<file path="src/hdl/dnsap_pkg.sv">
`timescale 1ns / 1ps
// ----------------------------------------------------------------------------
// DNS answer parser package
// Shared constants, result codes, parse phases and the result structure.
// ----------------------------------------------------------------------------
package dnsap_pkg;

  // Bytes at positions MAX_DATAGRAM and beyond are not parsed.
  localparam int MAX_DATAGRAM = 512;
  // The position counter must be able to hold MAX_DATAGRAM itself.
  localparam int POS_W = $clog2(MAX_DATAGRAM + 1);

  localparam int HDR_LEN    = 12;
  localparam int OFS_RCODE  = 3;
  localparam int OFS_QDCNT  = 4;
  localparam int OFS_ANCNT  = 6;
  localparam int FIXED_LEN  = 10;
  localparam int TYPE_BYTES = 2;
  localparam int RDLEN_OFS  = 8;
  localparam int ADDR_LEN   = 4;
  localparam int QTAIL_LEN  = 4;

  localparam logic [15:0] TYPE_A     = 16'd1;
  localparam logic [1:0]  PTR_MARK   = 2'b11;

  // Result status codes.
  typedef enum logic [2:0] {
    ST_FOUND     = 3'd0,
    ST_NOT_FOUND = 3'd1,
    ST_NO_ADDR   = 3'd2,
    ST_NO_A      = 3'd3,
    ST_IGNORED   = 3'd4
  } status_t;

  // Parse phases, one-hot.
  typedef enum logic [11:0] {
    PH_HEADER  = 12'b0000_0000_0001,
    PH_Q_NAME  = 12'b0000_0000_0010,
    PH_Q_LABEL = 12'b0000_0000_0100,
    PH_Q_PTR   = 12'b0000_0000_1000,
    PH_Q_TAIL  = 12'b0000_0001_0000,
    PH_A_NAME  = 12'b0000_0010_0000,
    PH_A_LABEL = 12'b0000_0100_0000,
    PH_A_PTR   = 12'b0000_1000_0000,
    PH_A_FIXED = 12'b0001_0000_0000,
    PH_A_ADDR  = 12'b0010_0000_0000,
    PH_A_RDATA = 12'b0100_0000_0000,
    PH_DONE    = 12'b1000_0000_0000
  } phase_t;

  // Result of one byte step, from the parser core to the output register.
  typedef struct packed {
    logic        valid;
    status_t     status;
    logic [31:0] address;
  } res_t;

endpackage

</file>
<file path="src/hdl/dnsap_in_if.sv">
`timescale 1ns / 1ps
// ----------------------------------------------------------------------------
// Datagram byte channel
// Valid/ready channel carrying one datagram byte and its end mark.
// ----------------------------------------------------------------------------
interface dnsap_in_if;
  logic       valid;
  logic       ready;
  logic [7:0] data_byte;
  logic       last_byte;

  modport source (output valid, output data_byte, output last_byte, input ready);
  modport sink   (input valid, input data_byte, input last_byte, output ready);
endinterface

</file>
<file path="src/hdl/dnsap_out_if.sv">
`timescale 1ns / 1ps
// ----------------------------------------------------------------------------
// Lookup result channel
// Valid/ready channel carrying the status and address of one datagram.
// ----------------------------------------------------------------------------
interface dnsap_out_if;
  logic        valid;
  logic        ready;
  logic [2:0]  status;
  logic [31:0] address;

  modport source (output valid, output status, output address, input ready);
  modport sink   (input valid, input status, input address, output ready);
endinterface

</file>
<file path="src/hdl/dnsap_core.sv">
`timescale 1ns / 1ps
// ----------------------------------------------------------------------------
// DNS answer parser core
// Holds the per-datagram parse state and advances it by one byte per step,
// producing at most one result for the byte that settles the outcome.
// ----------------------------------------------------------------------------
module dnsap_core (
  input  logic                clk,
  input  logic                rst_n,
  input  logic                step,
  input  logic [7:0]          data_byte,
  input  logic                last_byte,
  input  logic [15:0]         expected_id,
  output dnsap_pkg::res_t     res
);

  logic [dnsap_pkg::POS_W-1:0] pos_r, pos_nxt;
  dnsap_pkg::phase_t           phase_r, phase_nxt;
  logic [15:0]                 id_r, id_nxt;
  logic [3:0]                  rcode_r, rcode_nxt;
  logic [15:0]                 qleft_r, qleft_nxt;
  logic [15:0]                 aleft_r, aleft_nxt;
  logic [15:0]                 skip_r, skip_nxt;
  logic [15:0]                 rtype_r, rtype_nxt;
  logic [15:0]                 rdlen_r, rdlen_nxt;
  logic [31:0]                 addr_r, addr_nxt;

  logic [15:0] skip_inc;
  logic [15:0] skip_dec;
  logic [15:0] qleft_dec;
  logic [15:0] aleft_dec;

  assign skip_inc  = skip_r + 16'd1;
  assign skip_dec  = skip_r - 16'd1;
  assign qleft_dec = qleft_r - 16'd1;
  assign aleft_dec = aleft_r - 16'd1;

  // Next-state and result logic for one byte.
  always_comb begin
    pos_nxt   = pos_r;
    phase_nxt = phase_r;
    id_nxt    = id_r;
    rcode_nxt = rcode_r;
    qleft_nxt = qleft_r;
    aleft_nxt = aleft_r;
    skip_nxt  = skip_r;
    rtype_nxt = rtype_r;
    rdlen_nxt = rdlen_r;
    addr_nxt  = addr_r;
    res       = '0;
    res.status = dnsap_pkg::ST_FOUND;

    if (step) begin
      if (pos_r < dnsap_pkg::POS_W'(dnsap_pkg::MAX_DATAGRAM)) begin
        case (phase_r)
          dnsap_pkg::PH_HEADER: begin
            // Collect the header fields, then give the header verdict.
            if (pos_r < dnsap_pkg::POS_W'(2)) begin
              id_nxt = {id_r[7:0], data_byte};
            end else if (pos_r == dnsap_pkg::POS_W'(dnsap_pkg::OFS_RCODE)) begin
              rcode_nxt = data_byte[3:0];
            end else if (pos_r == dnsap_pkg::POS_W'(dnsap_pkg::OFS_QDCNT) ||
                         pos_r == dnsap_pkg::POS_W'(dnsap_pkg::OFS_QDCNT + 1)) begin
              qleft_nxt = {qleft_r[7:0], data_byte};
            end else if (pos_r == dnsap_pkg::POS_W'(dnsap_pkg::OFS_ANCNT) ||
                         pos_r == dnsap_pkg::POS_W'(dnsap_pkg::OFS_ANCNT + 1)) begin
              aleft_nxt = {aleft_r[7:0], data_byte};
            end
            if (pos_r == dnsap_pkg::POS_W'(dnsap_pkg::HDR_LEN - 1)) begin
              if (id_r != expected_id) begin
                res.valid  = 1'b1;
                res.status = dnsap_pkg::ST_IGNORED;
                phase_nxt  = dnsap_pkg::PH_DONE;
              end else if (rcode_r != 4'd0) begin
                res.valid  = 1'b1;
                res.status = dnsap_pkg::ST_NOT_FOUND;
                phase_nxt  = dnsap_pkg::PH_DONE;
              end else if (aleft_r == 16'd0) begin
                res.valid  = 1'b1;
                res.status = dnsap_pkg::ST_NO_ADDR;
                phase_nxt  = dnsap_pkg::PH_DONE;
              end else begin
                phase_nxt = (qleft_r == 16'd0) ? dnsap_pkg::PH_A_NAME : dnsap_pkg::PH_Q_NAME;
              end
            end
          end
          dnsap_pkg::PH_Q_NAME: begin
            if (data_byte == 8'd0) begin
              skip_nxt  = 16'(dnsap_pkg::QTAIL_LEN);
              phase_nxt = dnsap_pkg::PH_Q_TAIL;
            end else if (data_byte[7:6] == dnsap_pkg::PTR_MARK) begin
              phase_nxt = dnsap_pkg::PH_Q_PTR;
            end else begin
              skip_nxt  = {8'd0, data_byte};
              phase_nxt = dnsap_pkg::PH_Q_LABEL;
            end
          end
          dnsap_pkg::PH_Q_LABEL: begin
            skip_nxt = skip_dec;
            if (skip_dec == 16'd0) begin
              phase_nxt = dnsap_pkg::PH_Q_NAME;
            end
          end
          dnsap_pkg::PH_Q_PTR: begin
            skip_nxt  = 16'(dnsap_pkg::QTAIL_LEN);
            phase_nxt = dnsap_pkg::PH_Q_TAIL;
          end
          dnsap_pkg::PH_Q_TAIL: begin
            // Type and class of a question, then the next question or the answers.
            skip_nxt = skip_dec;
            if (skip_dec == 16'd0) begin
              qleft_nxt = qleft_dec;
              phase_nxt = (qleft_dec == 16'd0) ? dnsap_pkg::PH_A_NAME : dnsap_pkg::PH_Q_NAME;
            end
          end
          dnsap_pkg::PH_A_NAME: begin
            if (data_byte == 8'd0) begin
              skip_nxt  = 16'd0;
              phase_nxt = dnsap_pkg::PH_A_FIXED;
            end else if (data_byte[7:6] == dnsap_pkg::PTR_MARK) begin
              phase_nxt = dnsap_pkg::PH_A_PTR;
            end else begin
              skip_nxt  = {8'd0, data_byte};
              phase_nxt = dnsap_pkg::PH_A_LABEL;
            end
          end
          dnsap_pkg::PH_A_LABEL: begin
            skip_nxt = skip_dec;
            if (skip_dec == 16'd0) begin
              phase_nxt = dnsap_pkg::PH_A_NAME;
            end
          end
          dnsap_pkg::PH_A_PTR: begin
            skip_nxt  = 16'd0;
            phase_nxt = dnsap_pkg::PH_A_FIXED;
          end
          dnsap_pkg::PH_A_FIXED: begin
            // Ten fixed bytes: type first, rdata length last.
            if (skip_r < 16'(dnsap_pkg::TYPE_BYTES)) begin
              rtype_nxt = {rtype_r[7:0], data_byte};
            end else if (skip_r >= 16'(dnsap_pkg::RDLEN_OFS)) begin
              rdlen_nxt = {rdlen_r[7:0], data_byte};
            end
            skip_nxt = skip_inc;
            if (skip_inc >= 16'(dnsap_pkg::FIXED_LEN)) begin
              if (rtype_nxt == dnsap_pkg::TYPE_A &&
                  rdlen_nxt == 16'(dnsap_pkg::ADDR_LEN)) begin
                skip_nxt  = 16'd0;
                addr_nxt  = 32'd0;
                phase_nxt = dnsap_pkg::PH_A_ADDR;
              end else if (rdlen_nxt == 16'd0) begin
                // Record with empty rdata ends here.
                aleft_nxt = aleft_dec;
                if (aleft_dec == 16'd0) begin
                  res.valid  = 1'b1;
                  res.status = dnsap_pkg::ST_NO_A;
                  phase_nxt  = dnsap_pkg::PH_DONE;
                end else begin
                  phase_nxt = dnsap_pkg::PH_A_NAME;
                end
              end else begin
                skip_nxt  = rdlen_nxt;
                phase_nxt = dnsap_pkg::PH_A_RDATA;
              end
            end
          end
          dnsap_pkg::PH_A_ADDR: begin
            addr_nxt = {addr_r[23:0], data_byte};
            skip_nxt = skip_inc;
            if (skip_inc >= 16'(dnsap_pkg::ADDR_LEN)) begin
              res.valid   = 1'b1;
              res.status  = dnsap_pkg::ST_FOUND;
              res.address = addr_nxt;
              phase_nxt   = dnsap_pkg::PH_DONE;
            end
          end
          dnsap_pkg::PH_A_RDATA: begin
            skip_nxt = skip_dec;
            if (skip_dec == 16'd0) begin
              aleft_nxt = aleft_dec;
              if (aleft_dec == 16'd0) begin
                res.valid  = 1'b1;
                res.status = dnsap_pkg::ST_NO_A;
                phase_nxt  = dnsap_pkg::PH_DONE;
              end else begin
                phase_nxt = dnsap_pkg::PH_A_NAME;
              end
            end
          end
          default: begin
            // Outcome already given: the byte is only counted.
          end
        endcase
        pos_nxt = pos_r + dnsap_pkg::POS_W'(1);
      end

      // End of datagram: give the fallback verdict if none was given, then clear.
      if (last_byte) begin
        if (phase_nxt != dnsap_pkg::PH_DONE) begin
          res.valid   = 1'b1;
          res.address = 32'd0;
          res.status  = (pos_nxt < dnsap_pkg::POS_W'(dnsap_pkg::HDR_LEN)) ?
                        dnsap_pkg::ST_IGNORED : dnsap_pkg::ST_NO_A;
        end
        pos_nxt   = '0;
        phase_nxt = dnsap_pkg::PH_HEADER;
        id_nxt    = '0;
        rcode_nxt = '0;
        qleft_nxt = '0;
        aleft_nxt = '0;
        skip_nxt  = '0;
        rtype_nxt = '0;
        rdlen_nxt = '0;
        addr_nxt  = '0;
      end
    end
  end

  // Parse state registers.
  always_ff @(posedge clk) begin
    if (!rst_n) begin
      pos_r   <= '0;
      phase_r <= dnsap_pkg::PH_HEADER;
      id_r    <= '0;
      rcode_r <= '0;
      qleft_r <= '0;
      aleft_r <= '0;
      skip_r  <= '0;
      rtype_r <= '0;
      rdlen_r <= '0;
      addr_r  <= '0;
    end else begin
      pos_r   <= pos_nxt;
      phase_r <= phase_nxt;
      id_r    <= id_nxt;
      rcode_r <= rcode_nxt;
      qleft_r <= qleft_nxt;
      aleft_r <= aleft_nxt;
      skip_r  <= skip_nxt;
      rtype_r <= rtype_nxt;
      rdlen_r <= rdlen_nxt;
      addr_r  <= addr_nxt;
    end
  end

endmodule

</file>
<file path="src/hdl/dns_answer_a_record_parser_top.sv">
`timescale 1ns / 1ps
// ----------------------------------------------------------------------------
// DNS answer A-record parser, top level
// Parses one DNS response per datagram, byte by byte, and gives one lookup
// result per datagram: the first IPv4 address found, or the reason for none.
//
//   Channel   Direction  Payload                         Transfer
//   in_chan   sink       data_byte[7:0], last_byte       one byte per request
//   out_chan  source     status[2:0], address[31:0]      one result per datagram
//   cfg_*     write      cfg_wdata[15:0] = expected id   cfg_we, no handshake
//
// One byte is taken per cycle while no stalled result holds the parser; each
// byte passes the input register, the parser logic and the result register,
// which is loaded when the parser advances on the settling byte. Reset
// (rst_n low, synchronous) clears the parse state, the valid flags of both
// registers and the expected id. A stalled result holds the parser at the
// byte behind it; the input register takes one more byte.
// ----------------------------------------------------------------------------
module dns_answer_a_record_parser_top (
  input  logic               clk,
  input  logic               rst_n,
  dnsap_in_if.sink           in_chan,
  dnsap_out_if.source        out_chan,
  input  logic               cfg_we,
  input  logic [15:0]        cfg_wdata
);

  logic            in_vld_r;
  logic [7:0]      in_byte_r;
  logic            in_last_r;
  logic [15:0]     cfg_id_r;
  logic            out_vld_r;
  logic [2:0]      out_status_r;
  logic [31:0]     out_addr_r;
  logic            adv;
  dnsap_pkg::res_t res;

  // The parser advances when a byte is held and the result slot is free.
  assign adv           = in_vld_r && (!out_vld_r || out_chan.ready);
  assign in_chan.ready = rst_n && (!in_vld_r || adv);

  // Expected transaction id register.
  always_ff @(posedge clk) begin
    if (!rst_n) begin
      cfg_id_r <= '0;
    end else if (cfg_we) begin
      cfg_id_r <= cfg_wdata;
    end
  end

  // Input register.
  always_ff @(posedge clk) begin
    if (!rst_n) begin
      in_vld_r <= 1'b0;
    end else if (in_chan.ready) begin
      in_vld_r <= in_chan.valid;
    end
  end

  always_ff @(posedge clk) begin
    if (in_chan.ready && in_chan.valid) begin
      in_byte_r <= in_chan.data_byte;
      in_last_r <= in_chan.last_byte;
    end
  end

  dnsap_core u_core (
    .clk         (clk),
    .rst_n       (rst_n),
    .step        (adv),
    .data_byte   (in_byte_r),
    .last_byte   (in_last_r),
    .expected_id (cfg_id_r),
    .res         (res)
  );

  // Result register.
  always_ff @(posedge clk) begin
    if (!rst_n) begin
      out_vld_r <= 1'b0;
    end else if (adv) begin
      out_vld_r <= res.valid;
    end else if (out_chan.ready) begin
      out_vld_r <= 1'b0;
    end
  end

  always_ff @(posedge clk) begin
    if (adv && res.valid) begin
      out_status_r <= res.status;
      out_addr_r   <= res.address;
    end
  end

  assign out_chan.valid   = out_vld_r;
  assign out_chan.status  = out_status_r;
  assign out_chan.address = out_addr_r;

endmodule

</file>
<file path="src/flat_wrapper.sv">
// flat-port wrapper written by rule: the top's interface ports become plain ports
module dns_answer_a_record_parser_top_flat 
  (clk, rst_n, cfg_we, cfg_wdata, in_chan_valid, in_chan_data_byte, in_chan_last_byte, in_chan_ready, out_chan_valid, out_chan_status, out_chan_address, out_chan_ready);
  dnsap_in_if in_chan_i ();
  dnsap_out_if out_chan_i ();
  input  logic clk;
  input  logic rst_n;
  input  logic cfg_we;
  input  logic [15:0] cfg_wdata;
  input wire logic [$bits(in_chan_i.valid)-1:0] in_chan_valid;
  input wire logic [$bits(in_chan_i.data_byte)-1:0] in_chan_data_byte;
  input wire logic [$bits(in_chan_i.last_byte)-1:0] in_chan_last_byte;
  output wire logic [$bits(in_chan_i.ready)-1:0] in_chan_ready;
  output wire logic [$bits(out_chan_i.valid)-1:0] out_chan_valid;
  output wire logic [$bits(out_chan_i.status)-1:0] out_chan_status;
  output wire logic [$bits(out_chan_i.address)-1:0] out_chan_address;
  input wire logic [$bits(out_chan_i.ready)-1:0] out_chan_ready;
  assign in_chan_i.valid = in_chan_valid;
  assign in_chan_i.data_byte = in_chan_data_byte;
  assign in_chan_i.last_byte = in_chan_last_byte;
  assign in_chan_ready = in_chan_i.ready;
  assign out_chan_valid = out_chan_i.valid;
  assign out_chan_status = out_chan_i.status;
  assign out_chan_address = out_chan_i.address;
  assign out_chan_i.ready = out_chan_ready;
  dns_answer_a_record_parser_top u_core (.clk(clk), .rst_n(rst_n), .in_chan(in_chan_i), .out_chan(out_chan_i), .cfg_we(cfg_we), .cfg_wdata(cfg_wdata));
endmodule
</file>
<file path="config.mk">
export PLATFORM = sky130hd
export DESIGN_NAME = dns_answer_a_record_parser_top_flat
export DESIGN_NICKNAME = d
export VERILOG_FILES = /design/src/hdl/dnsap_pkg.sv /design/src/hdl/dnsap_in_if.sv /design/src/hdl/dnsap_out_if.sv /design/src/hdl/dnsap_core.sv /design/src/hdl/dns_answer_a_record_parser_top.sv /design/src/flat_wrapper.sv
export SDC_FILE = /design/constraint.sdc
export NUM_CORES = 1
export LEC_CHECK = 0
export BUFFER_PORTS_ARGS = -buffer_cell sky130_fd_sc_hd__buf_4
export CAP_MARGIN = 20
export CELL_PAD_IN_SITES_DETAIL_PLACEMENT = 1
export CELL_PAD_IN_SITES_GLOBAL_PLACEMENT = 1
export CORE_UTILIZATION = 45
export CTS_BUF_LIST = sky130_fd_sc_hd__clkbuf_16
export CTS_CLUSTER_DIAMETER = 150
export DETAILED_ROUTE_END_ITERATION = 16
export PLACE_DENSITY = 0.87
export SETUP_SLACK_MARGIN = 0.05
export SKIP_LAST_GASP = 1
export SYNTH_ARGS = -nofsm -noshare
export SYNTH_HDL_FRONTEND = slang
export SYNTH_SLANG_ARGS = --single-unit
</file>
<file path="constraint.sdc">
create_clock -name clk -period 8.05 [get_ports clk]
set_input_delay 1.2075 -clock clk [delete_from_list [all_inputs] [get_ports clk]]
set_output_delay 1.2075 -clock clk [all_outputs]
set_load 0.01 [all_outputs]
</file>
==> results of run 1 <==
## sequential cells by signal, summed over array words and instances (netlist names)
| register | cells |
|---|---|
| u_core.cfg_id_r | 16 |
| u_core.in_byte_r | 8 |
| u_core.in_last_r | 1 |
| u_core.in_vld_r | 1 |
| u_core.out_chan.address | 32 |
| u_core.out_chan.status | 3 |
| u_core.out_chan.valid | 1 |
| u_core.u_core.addr_r | 24 |
| u_core.u_core.aleft_r | 16 |
| u_core.u_core.id_r | 16 |
| u_core.u_core.phase_r | 12 |
| u_core.u_core.pos_r | 10 |
| u_core.u_core.qleft_r | 16 |
| u_core.u_core.rcode_r | 4 |
| u_core.u_core.rdlen_r | 16 |
| u_core.u_core.rtype_r | 16 |
| u_core.u_core.skip_r | 16 |
## per-layer routing
| layer | global-route usage [%] | wire length, um | vias up |
|---|---|---|---|
| met5 | 0 | 13 | - |
| met4 | 16.00 | 2288 | 2 |
| met3 | 5.271 | 2690 | 144 |
| met2 | 47.12 | 19000 | 427 |
| met1 | 37.41 | 17610 | 5790 |
| li1 | - | - | 5398 |
## kinds of logic after synthesis
logic type / after synthesis / synth area share (%)
simple gates: 674 / 29.55
fa+ha+maj: 13 / 1.323
compound gates: 371 / 20.29
mux: 35 / 2.859
flops: 208 / 37.44
xor+xnor: 56 / 3.988
buf+inv: 143 / 4.558
## cell type report
type                    instances  share of cell area, %
diodes                          2                0.03652
repair buffers                 80                  4.474
well taps                     341                  3.114
inverters                      19                 0.5205
clock inverters                20                  1.379
flip-flops and latches        208                  33.60
multi-input cells            1149                  52.31
clock buffers                  25                  4.565
## power breakdown
part	total (mW)	switching, mW	internal (mW)	leakage, nW
sequential	1.10	0.0204	1.08	1.71
combinational	0.136	0.0805	0.0559	2.83
clock	1.15	0.461	0.687	0.423
total	2.38	0.562	1.82	4.97
## worst paths after layout
kind | start | to | slack [ns] | cells past startpoint
worst max-delay path | u_core.u_core.skip_r[0]$_SDFFE_PN0P_ | u_core.out_chan.address[29]$_SDFFCE_PN0P_ | 3.35 | 12
worst min-delay path | u_core.u_core.addr_r[22]$_SDFFE_PN0P_ | u_core.u_core.addr_r[22]$_SDFFE_PN0P_ | 0.45 | 2
worst max register to register | u_core.u_core.skip_r[0]$_SDFFE_PN0P_ | u_core.out_chan.address[29]$_SDFFCE_PN0P_ | 3.35 | 12
worst min register to register | u_core.u_core.addr_r[22]$_SDFFE_PN0P_ | u_core.u_core.addr_r[22]$_SDFFE_PN0P_ | 0.45 | 2
## worst min-delay path, cell delays in order, from the launching register on
cell and delay, ns:
dfxtp_1 0.30, nand2_1 0.05, a21boi_1 0.05
## synth_stat cells, types with 7 or more instances
library cell  number  area, um2
or3_1             17      106.4
a21boi_1           7      52.55
edfxtp_1          44       1321
and2_1            53      331.6
o31ai_1           12      90.09
and4_1            10      87.58
o21a_1             8      60.06
xnor2_1           24      210.2
a22oi_1           59      442.9
buf_2             10      50.05
nor4_1            35      219.0
ha_1              13      162.7
and3_1            13      81.33
nor3_1            48      240.2
o21ai_1           10      50.05
dfxtp_1          164       3283
or4_1              9      67.56
a2111oi_0          9      78.83
clkbuf_1         105      394.1
nor3b_1            7      52.55
buf_1              7      26.28
nor2b_1          107      669.4
inv_1             19      71.32
nand2_1          148      555.5
a21boi_0          51      382.9
mux2i_1           34      340.3
o22ai_1           18      112.6
xor2_1            32      280.3
a31oi_1           14      87.58
nor2_1            95      356.6
nand3_1           54      270.3
o21ai_0           77      385.4
nand4_1           31      193.9
nand2b_1          13      81.33
a21oi_1           55      275.3
## layout by cell type, fill, tap and decap left out, drive strengths merged, types with 24 or more instances in the layout
cell type	synthesis	final
a21boi	58	58
xor2	32	32
buf	19	80
nor4	37	37
inv	19	28
nand4	31	31
a22oi	59	59
xnor2	24	24
o21ai	87	87
nor3	49	49
mux2i	34	34
nand2	148	148
edfxtp	44	44
and2	53	53
clkbuf	105	25
a21oi	55	55
nand3	54	54
nor2b	107	107
dfxtp	164	164
nor2	97	97
==> summary.txt, run 1 <==
Yosys
  • Sequential fraction of the synthesis area: 37.44%
  • Ys Warns: 0
  • Mapped cell area: 12,300 um2
  • Post-synth EDFFs: 44
  • Ys flop type: dfxtp_1
  • Syn Area/Cell: 8.199 um2
  • Post-synth cell types: 83
  • Cells after Synth: 1,500
  • Number of synthesized register bits: 208
  • Syn Nets: about 1.5k
  • FFs w/ async S/R, synth: 0%

Detailed routing
  • TritonRoute pass-1 iters: 5
  • Final ANT Viol Nets: 0
  • Drt drc: 0
  • Starting DRT DRC Count: 891
  • Post-Route WL: 41,600 um
  • WL/cell: 22.56 um
  • Via count: 11.76k
  • Vias per inst: ~6.4

STA
  • RSZ-0062 raised after global routing: false
  • Fin crit share: 58.40%
  • Setup Skew: 0.02435 ns
  • Headroom to the max-slew limit: 29.74%
  • Final number of max-transition violations: 0
  • Worst-Margin Slew: ~1.0 ns
  • Minimum clock period: 4.701 ns
  • Setup TNS: 0 ns
  • Worst setup margin: 3.349 ns
  • Fmax: 0.2127 GHz
  • Hold Violations, Final: 0
  • Hold_ws: 0.4455 ns
  • Final setup viols: 0

CTS
  • Inserted Clock Buffers: 25
  • Count of cells resized by post-cts repair: 0
  • Clock sink total: 208
  • Root Driver: clkbuf_16
  • Worst-path clk slew: 0.06 ns
  • CTS tree: done
  • Clock Latency Late Sink: 0.54 ns
  • Setup Buffers After CTS: 0
  • H-tree Lvls: 1
  • Hold buffers post-CTS: 0
  • Clk buf depth: 3

Power and ir drop
  • Pwr Density: 174.0 nW/um2
  • Final total power: 2.384 mW
  • Leakage Power: 4.968 nW
  • Worst IR Drop VDD: 0.1741 mV

Floorplanning
  • Row cnt: 60
  • Die Y: 167.3 um
  • DIE AREA: roughly 28,000 um2
  • Core area: around 27,000 um2
  • Die width: 167.3 um
  • Num ports: 67
  • Starting Density: 45.76%

Setup path
  • Buf/Inv on CP: 1
  • Most common cell on crit path: o21ai_1
  • WP data required: 8.27 ns
  • Crit path largest cell delay: about 0.67 ns
  • Crit path cell chain: ha_1, nand3_1, nor4_1, mux2i_1, nand4_1, o311a_1, o2111a_1, o21ai_1, and2_1, o21ai_1, a21oi_4, buf_12
  • Kind of critical path: flip-flop to flip-flop
  • Critical Path Start Type: flip-flop
  • Crit path max-delay family: compound AO/OA/AOI/OAI gates
  • Arrival time at the worst endpoint: 4.92 ns
  • Crit path max-delay cell type: dfxtp_1
  • Critical Path Sink Type: flip-flop
  • CP Max Fanout: 30

Place
  • HPWL after detailed placement: between 20,000 and 30,000 um
  • Final Wtd Congestion: 0.9645
  • Placed Instances: approximately 1.8k
  • DP Area: 12,860 um2
  • DP Worst Slack: 2.958 ns
  • IO Port Bufs: between 60 and 70

Finish
  • Register area: 4604 um2
  • Post-layout util: 50.99%
  • Final non-filler cell total: 1,844
  • Fill count: 3,185
  • Area of the multi-input gates: between 7000 and 8000 um2
  • Share of cells above drive strength 1: about a tenth
  • Area growth syn-to-layout: 11.43%
  • Fin nets: between 1.5k and 2k
  • Final instance area: approximately 14,000 um2

GRT
  • First-pass GRT wire length: 65,980 um
  • Vias in the first global route: approximately 12k
  • Largest net degree at the start of global routing: 88
  • GRT Overall Usage: 29.35%
  • GR Overflow Total: 0
  • Initial antenna violation count: 4

Hold path
  • Worst hold path type: flip-flop to flip-flop

Flow run
  • Max_cap viols: 0

Status
  • Run status: finished clean
Note: power is estimated with default switching activity, not from simulation.
==> run 2, diff against run 1 <==
--- a/config.mk
+++ b/config.mk
@@ -5,6 +5,7 @@
 export SDC_FILE = /design/constraint.sdc
 export NUM_CORES = 1
 export LEC_CHECK = 0
+export ABC_AREA = 1
 export BUFFER_PORTS_ARGS = -buffer_cell sky130_fd_sc_hd__buf_4
 export CAP_MARGIN = 20
 export CELL_PAD_IN_SITES_DETAIL_PLACEMENT = 1
@@ -13,7 +14,7 @@
 export CTS_BUF_LIST = sky130_fd_sc_hd__clkbuf_16
 export CTS_CLUSTER_DIAMETER = 150
 export DETAILED_ROUTE_END_ITERATION = 16
-export PLACE_DENSITY = 0.87
+export PLACE_DENSITY = 0.9
 export SETUP_SLACK_MARGIN = 0.05
 export SKIP_LAST_GASP = 1
 export SYNTH_ARGS = -nofsm -noshare
==> constraint.sdc (replaced) <==
create_clock -name clk -period 4.9 [get_ports clk]
set_input_delay 0.735 -clock clk [delete_from_list [all_inputs] [get_ports clk]]
set_output_delay 0.735 -clock clk [all_outputs]
set_load 0.01 [all_outputs]
==> run 2 against run 1 <==
Compared with the run above: first-iteration DRC count increased by 31%; clock power up 58%; hold slack got worse by 0.054 ns; power increased by 75%; setup slack worse by 2.8 ns; flip-flop and latch count stayed put; critical path depth rose by 9; combinational power grew to 3.7 times the previous value; synthesized area grew 2.7%; critical path type unchanged; critical endpoint is now u_core.out_chan.address[6]$_SDFFCE_PN0P_; largest cell class unchanged; highest routed layer is now met4.
==> summary.txt, run 2 <==
Setup path
  • Crit path max-delay cell type: dfxtp_1
  • WP data required: 5.06 ns
  • Critical Path Start Type: flip-flop
  • Most common cell on crit path: nand2_1
  • Arrival time at the worst endpoint: 4.46 ns
  • Kind of critical path: flip-flop to flip-flop
  • Crit path max-delay family: simple AND/OR/NAND/NOR gates
  • CP Max Fanout: 35
  • Critical Path Sink Type: flip-flop
  • Crit path cell chain: nand3_1, inv_1, nand2_1, xor2_1, nand3_1, nor2_1, nand3_1, nand2_1, inv_2, nand3_2, nand2_1, nand2_1, nor2_1, nand2_1, nor2_1, nand3_1, nand2_1, nand2_1, nand2_1, inv_1, buf_4
  • Crit path largest cell delay: 0.65 ns
  • Buf/Inv on CP: 4

Finish
  • Share of cells above drive strength 1: about a tenth
  • Post-layout util: between 50% and 60%
  • Most frequent cells in the layout: nand2_1, nor2_1, a21oi_1, inv_1, dfxtp_1
  • Fill count: 3,598
  • Fin nets: 1,947
  • Register area: roughly 4600 um2
  • Commonest non-fill, non-tap cell in the layout: nand2_1
  • Final non-filler cell total: around 2.3k
  • # diodes: 0
  • Area growth syn-to-layout: 11.40%
  • Final instance area: 14,070 um2
  • Largest register FFs: 32
  • Area of the multi-input gates: 6898 um2

STA
  • Minimum clock period: around 4.3 ns
  • Setup Skew: about 0.018 ns
  • Headroom to the max-slew limit: around a quarter
  • Hold Violations, Final: 0
  • Fmax: approximately 0.23 GHz
  • Final number of max-transition violations: 0
  • Final setup viols: 0
  • Fin crit share: between 80% and 90%
  • Worst setup margin: 0.5960 ns
  • Setup TNS: 0 ns
  • RSZ-0062 raised after global routing: false
  • Hold_ws: ~0.39 ns
  • Worst-Margin Slew: between 1 and 1.5 ns

Place
  • IO Port Bufs: 66
  • HPWL after detailed placement: 33,430 um
  • Final Wtd Congestion: 0.9669
  • DP Worst Slack: between 0.6 and 0.7 ns
  • DP Area: 13,310 um2
  • Placed Instances: 2,251

CTS
  • Inserted Clock Buffers: 23
  • Clock sink total: 208
  • Hold buffers post-CTS: 0
  • Clock Latency Late Sink: 0.53 ns
  • Setup Buffers After CTS: 0
  • Count of cells resized by post-cts repair: 0
  • CTS tree: done
  • Clk buf depth: 3
  • Root Driver: clkbuf_16
  • Worst-path clk slew: ~0.07 ns
  • H-tree Lvls: 1

GRT
  • Initial antenna violation count: 0
  • GRT Overall Usage: 32.89%
  • Largest net degree at the start of global routing: 84
  • Vias in the first global route: ~14k
  • GR Overflow Total: 0
  • First-pass GRT wire length: 74,460 um

Detailed routing
  • Drt drc: 0
  • Starting DRT DRC Count: 1,168
  • Final ANT Viol Nets: 0
  • Post-Route WL: 47,690 um
  • Via count: 13.37k
  • Vias per inst: 5.835
  • TritonRoute pass-1 iters: 7
  • WL/cell: around 21 um

Yosys
  • FFs w/ async S/R, synth: 0%
  • Number of synthesized register bits: approximately 210
  • Cells after Synth: 1,878
  • Mapped cell area: 12,630 um2
  • Post-synth top area cell: dfxtp_1
  • Sequential fraction of the synthesis area: 36.45%
  • Most instantiated cells after synthesis: nand2_1, nor2_1, a21oi_1
  • Count leader, synth: nand2_1
  • Ys Warns: 0
  • Syn Nets: 1,921
  • Syn Area/Cell: 6.726 um2
  • Post-synth EDFFs: 44
  • Top-area cell type share of the netlist area: 25.99%
  • Largest cells by area after synthesis: dfxtp_1, nand2_1, edfxtp_1
  • Post-synth cell types: 56
  • Ys flop type: dfxtp_1

Power and ir drop
  • Switching Share: approximately 28%
  • Final total power: 4.161 mW
  • Clock Power Share: 43.7%
  • Internal power: 3.003 mW
  • Pwr Density: 295.7 nW/um2
  • P_sw: 1.158 mW
  • Leakage Power: about 6 nW
  • Logic pwr share: between 10% and 20%
  • Sequential share of power: a little over two fifths
  • Worst IR Drop VDD: 0.2889 mV

Floorplanning
  • Core area: approximately 27,000 um2
  • DIE AREA: 28,740 um2
  • Row cnt: 60
  • Num ports: 67
  • Die Y: about 170 um
  • Starting Density: 46.35%
  • Die width: 169.5 um

Flow run
  • Max_cap viols: 0

Hold path
  • Worst hold path type: input port to flip-flop

Status
  • Run status: finished clean
[run 2: changes by cell type after synthesis, moves of 33 or more]
cell | before | now
a21boi_0 | 51 | 0
a21oi_1 | 55 | 178
a22oi_1 | 59 | 1
and2_1 | 53 | 3
clkbuf_1 | 105 | 50
inv_1 | 19 | 176
mux2i_1 | 34 | 1
nand2_1 | 148 | 483
nand3_1 | 54 | 129
nor2_1 | 95 | 245
nor2b_1 | 107 | 0
o21ai_0 | 77 | 111
[run 2: layout make-up]
cell class	count	area share (%)
inverter	187	5.006
clock buffer	23	4.090
multi-input combinational	1399	49.02
clock inverter	18	1.316
sequential	208	32.72
timing repair buffer	85	4.535
tap	372	3.308
[run 2: routing by layer]
| metal | wire, um | GRT usage, % | vias up |
|---|---|---|---|
| met5 | 0 | 0 | - |
| met4 | 1670 | 11.75 | 0 |
| met3 | 3086 | 3.895 | 117 |
| met2 | 22910 | 56.15 | 478 |
| met1 | 20020 | 42.75 | 6542 |
| li1 | - | - | 6236 |
[run 2: power by group through the flow]
stage                     clock [mW]  combinational (mW)  sequential (mW)
after floorplan                    0               0.333             1.85
after global placement             0               0.457             1.86
after detailed placement           0               0.483             1.87
after CTS                       1.84               0.497             1.83
after global routing            1.88               0.552             1.83
final                           1.82               0.508             1.83
[run 2: kinds of logic after synthesis]
logic type	after synthesis	share of synthesized area, %
AND/OR/NAND/NOR	980	33.62
AO/OA/AOI/OAI	370	17.17
buffers and inverters	271	8.965
flip-flops	208	36.45
XOR/XNOR	35	2.427
adder cells (fa/ha/maj)	13	1.288
multiplexers	1	0.07925
[run 2: worst paths after layout]
| path | from | to | slack (ns) | cells after the start |
|---|---|---|---|---|
| setup reg to reg | u_core.u_core.skip_r[3]$_SDFFE_PN0P_ | u_core.out_chan.address[6]$_SDFFCE_PN0P_ | 0.60 | 21 |
| setup / recovery | u_core.u_core.skip_r[3]$_SDFFE_PN0P_ | u_core.out_chan.address[6]$_SDFFCE_PN0P_ | 0.60 | 21 |
| hold / removal | in_chan_data_byte[6] | u_core.in_byte_r[6]$_DFFE_PP_ | 0.39 | 1 |
| hold reg to reg | u_core.u_core.rtype_r[11]$_SDFFE_PN0P_ | u_core.u_core.rtype_r[11]$_SDFFE_PN0P_ | 0.47 | 2 |
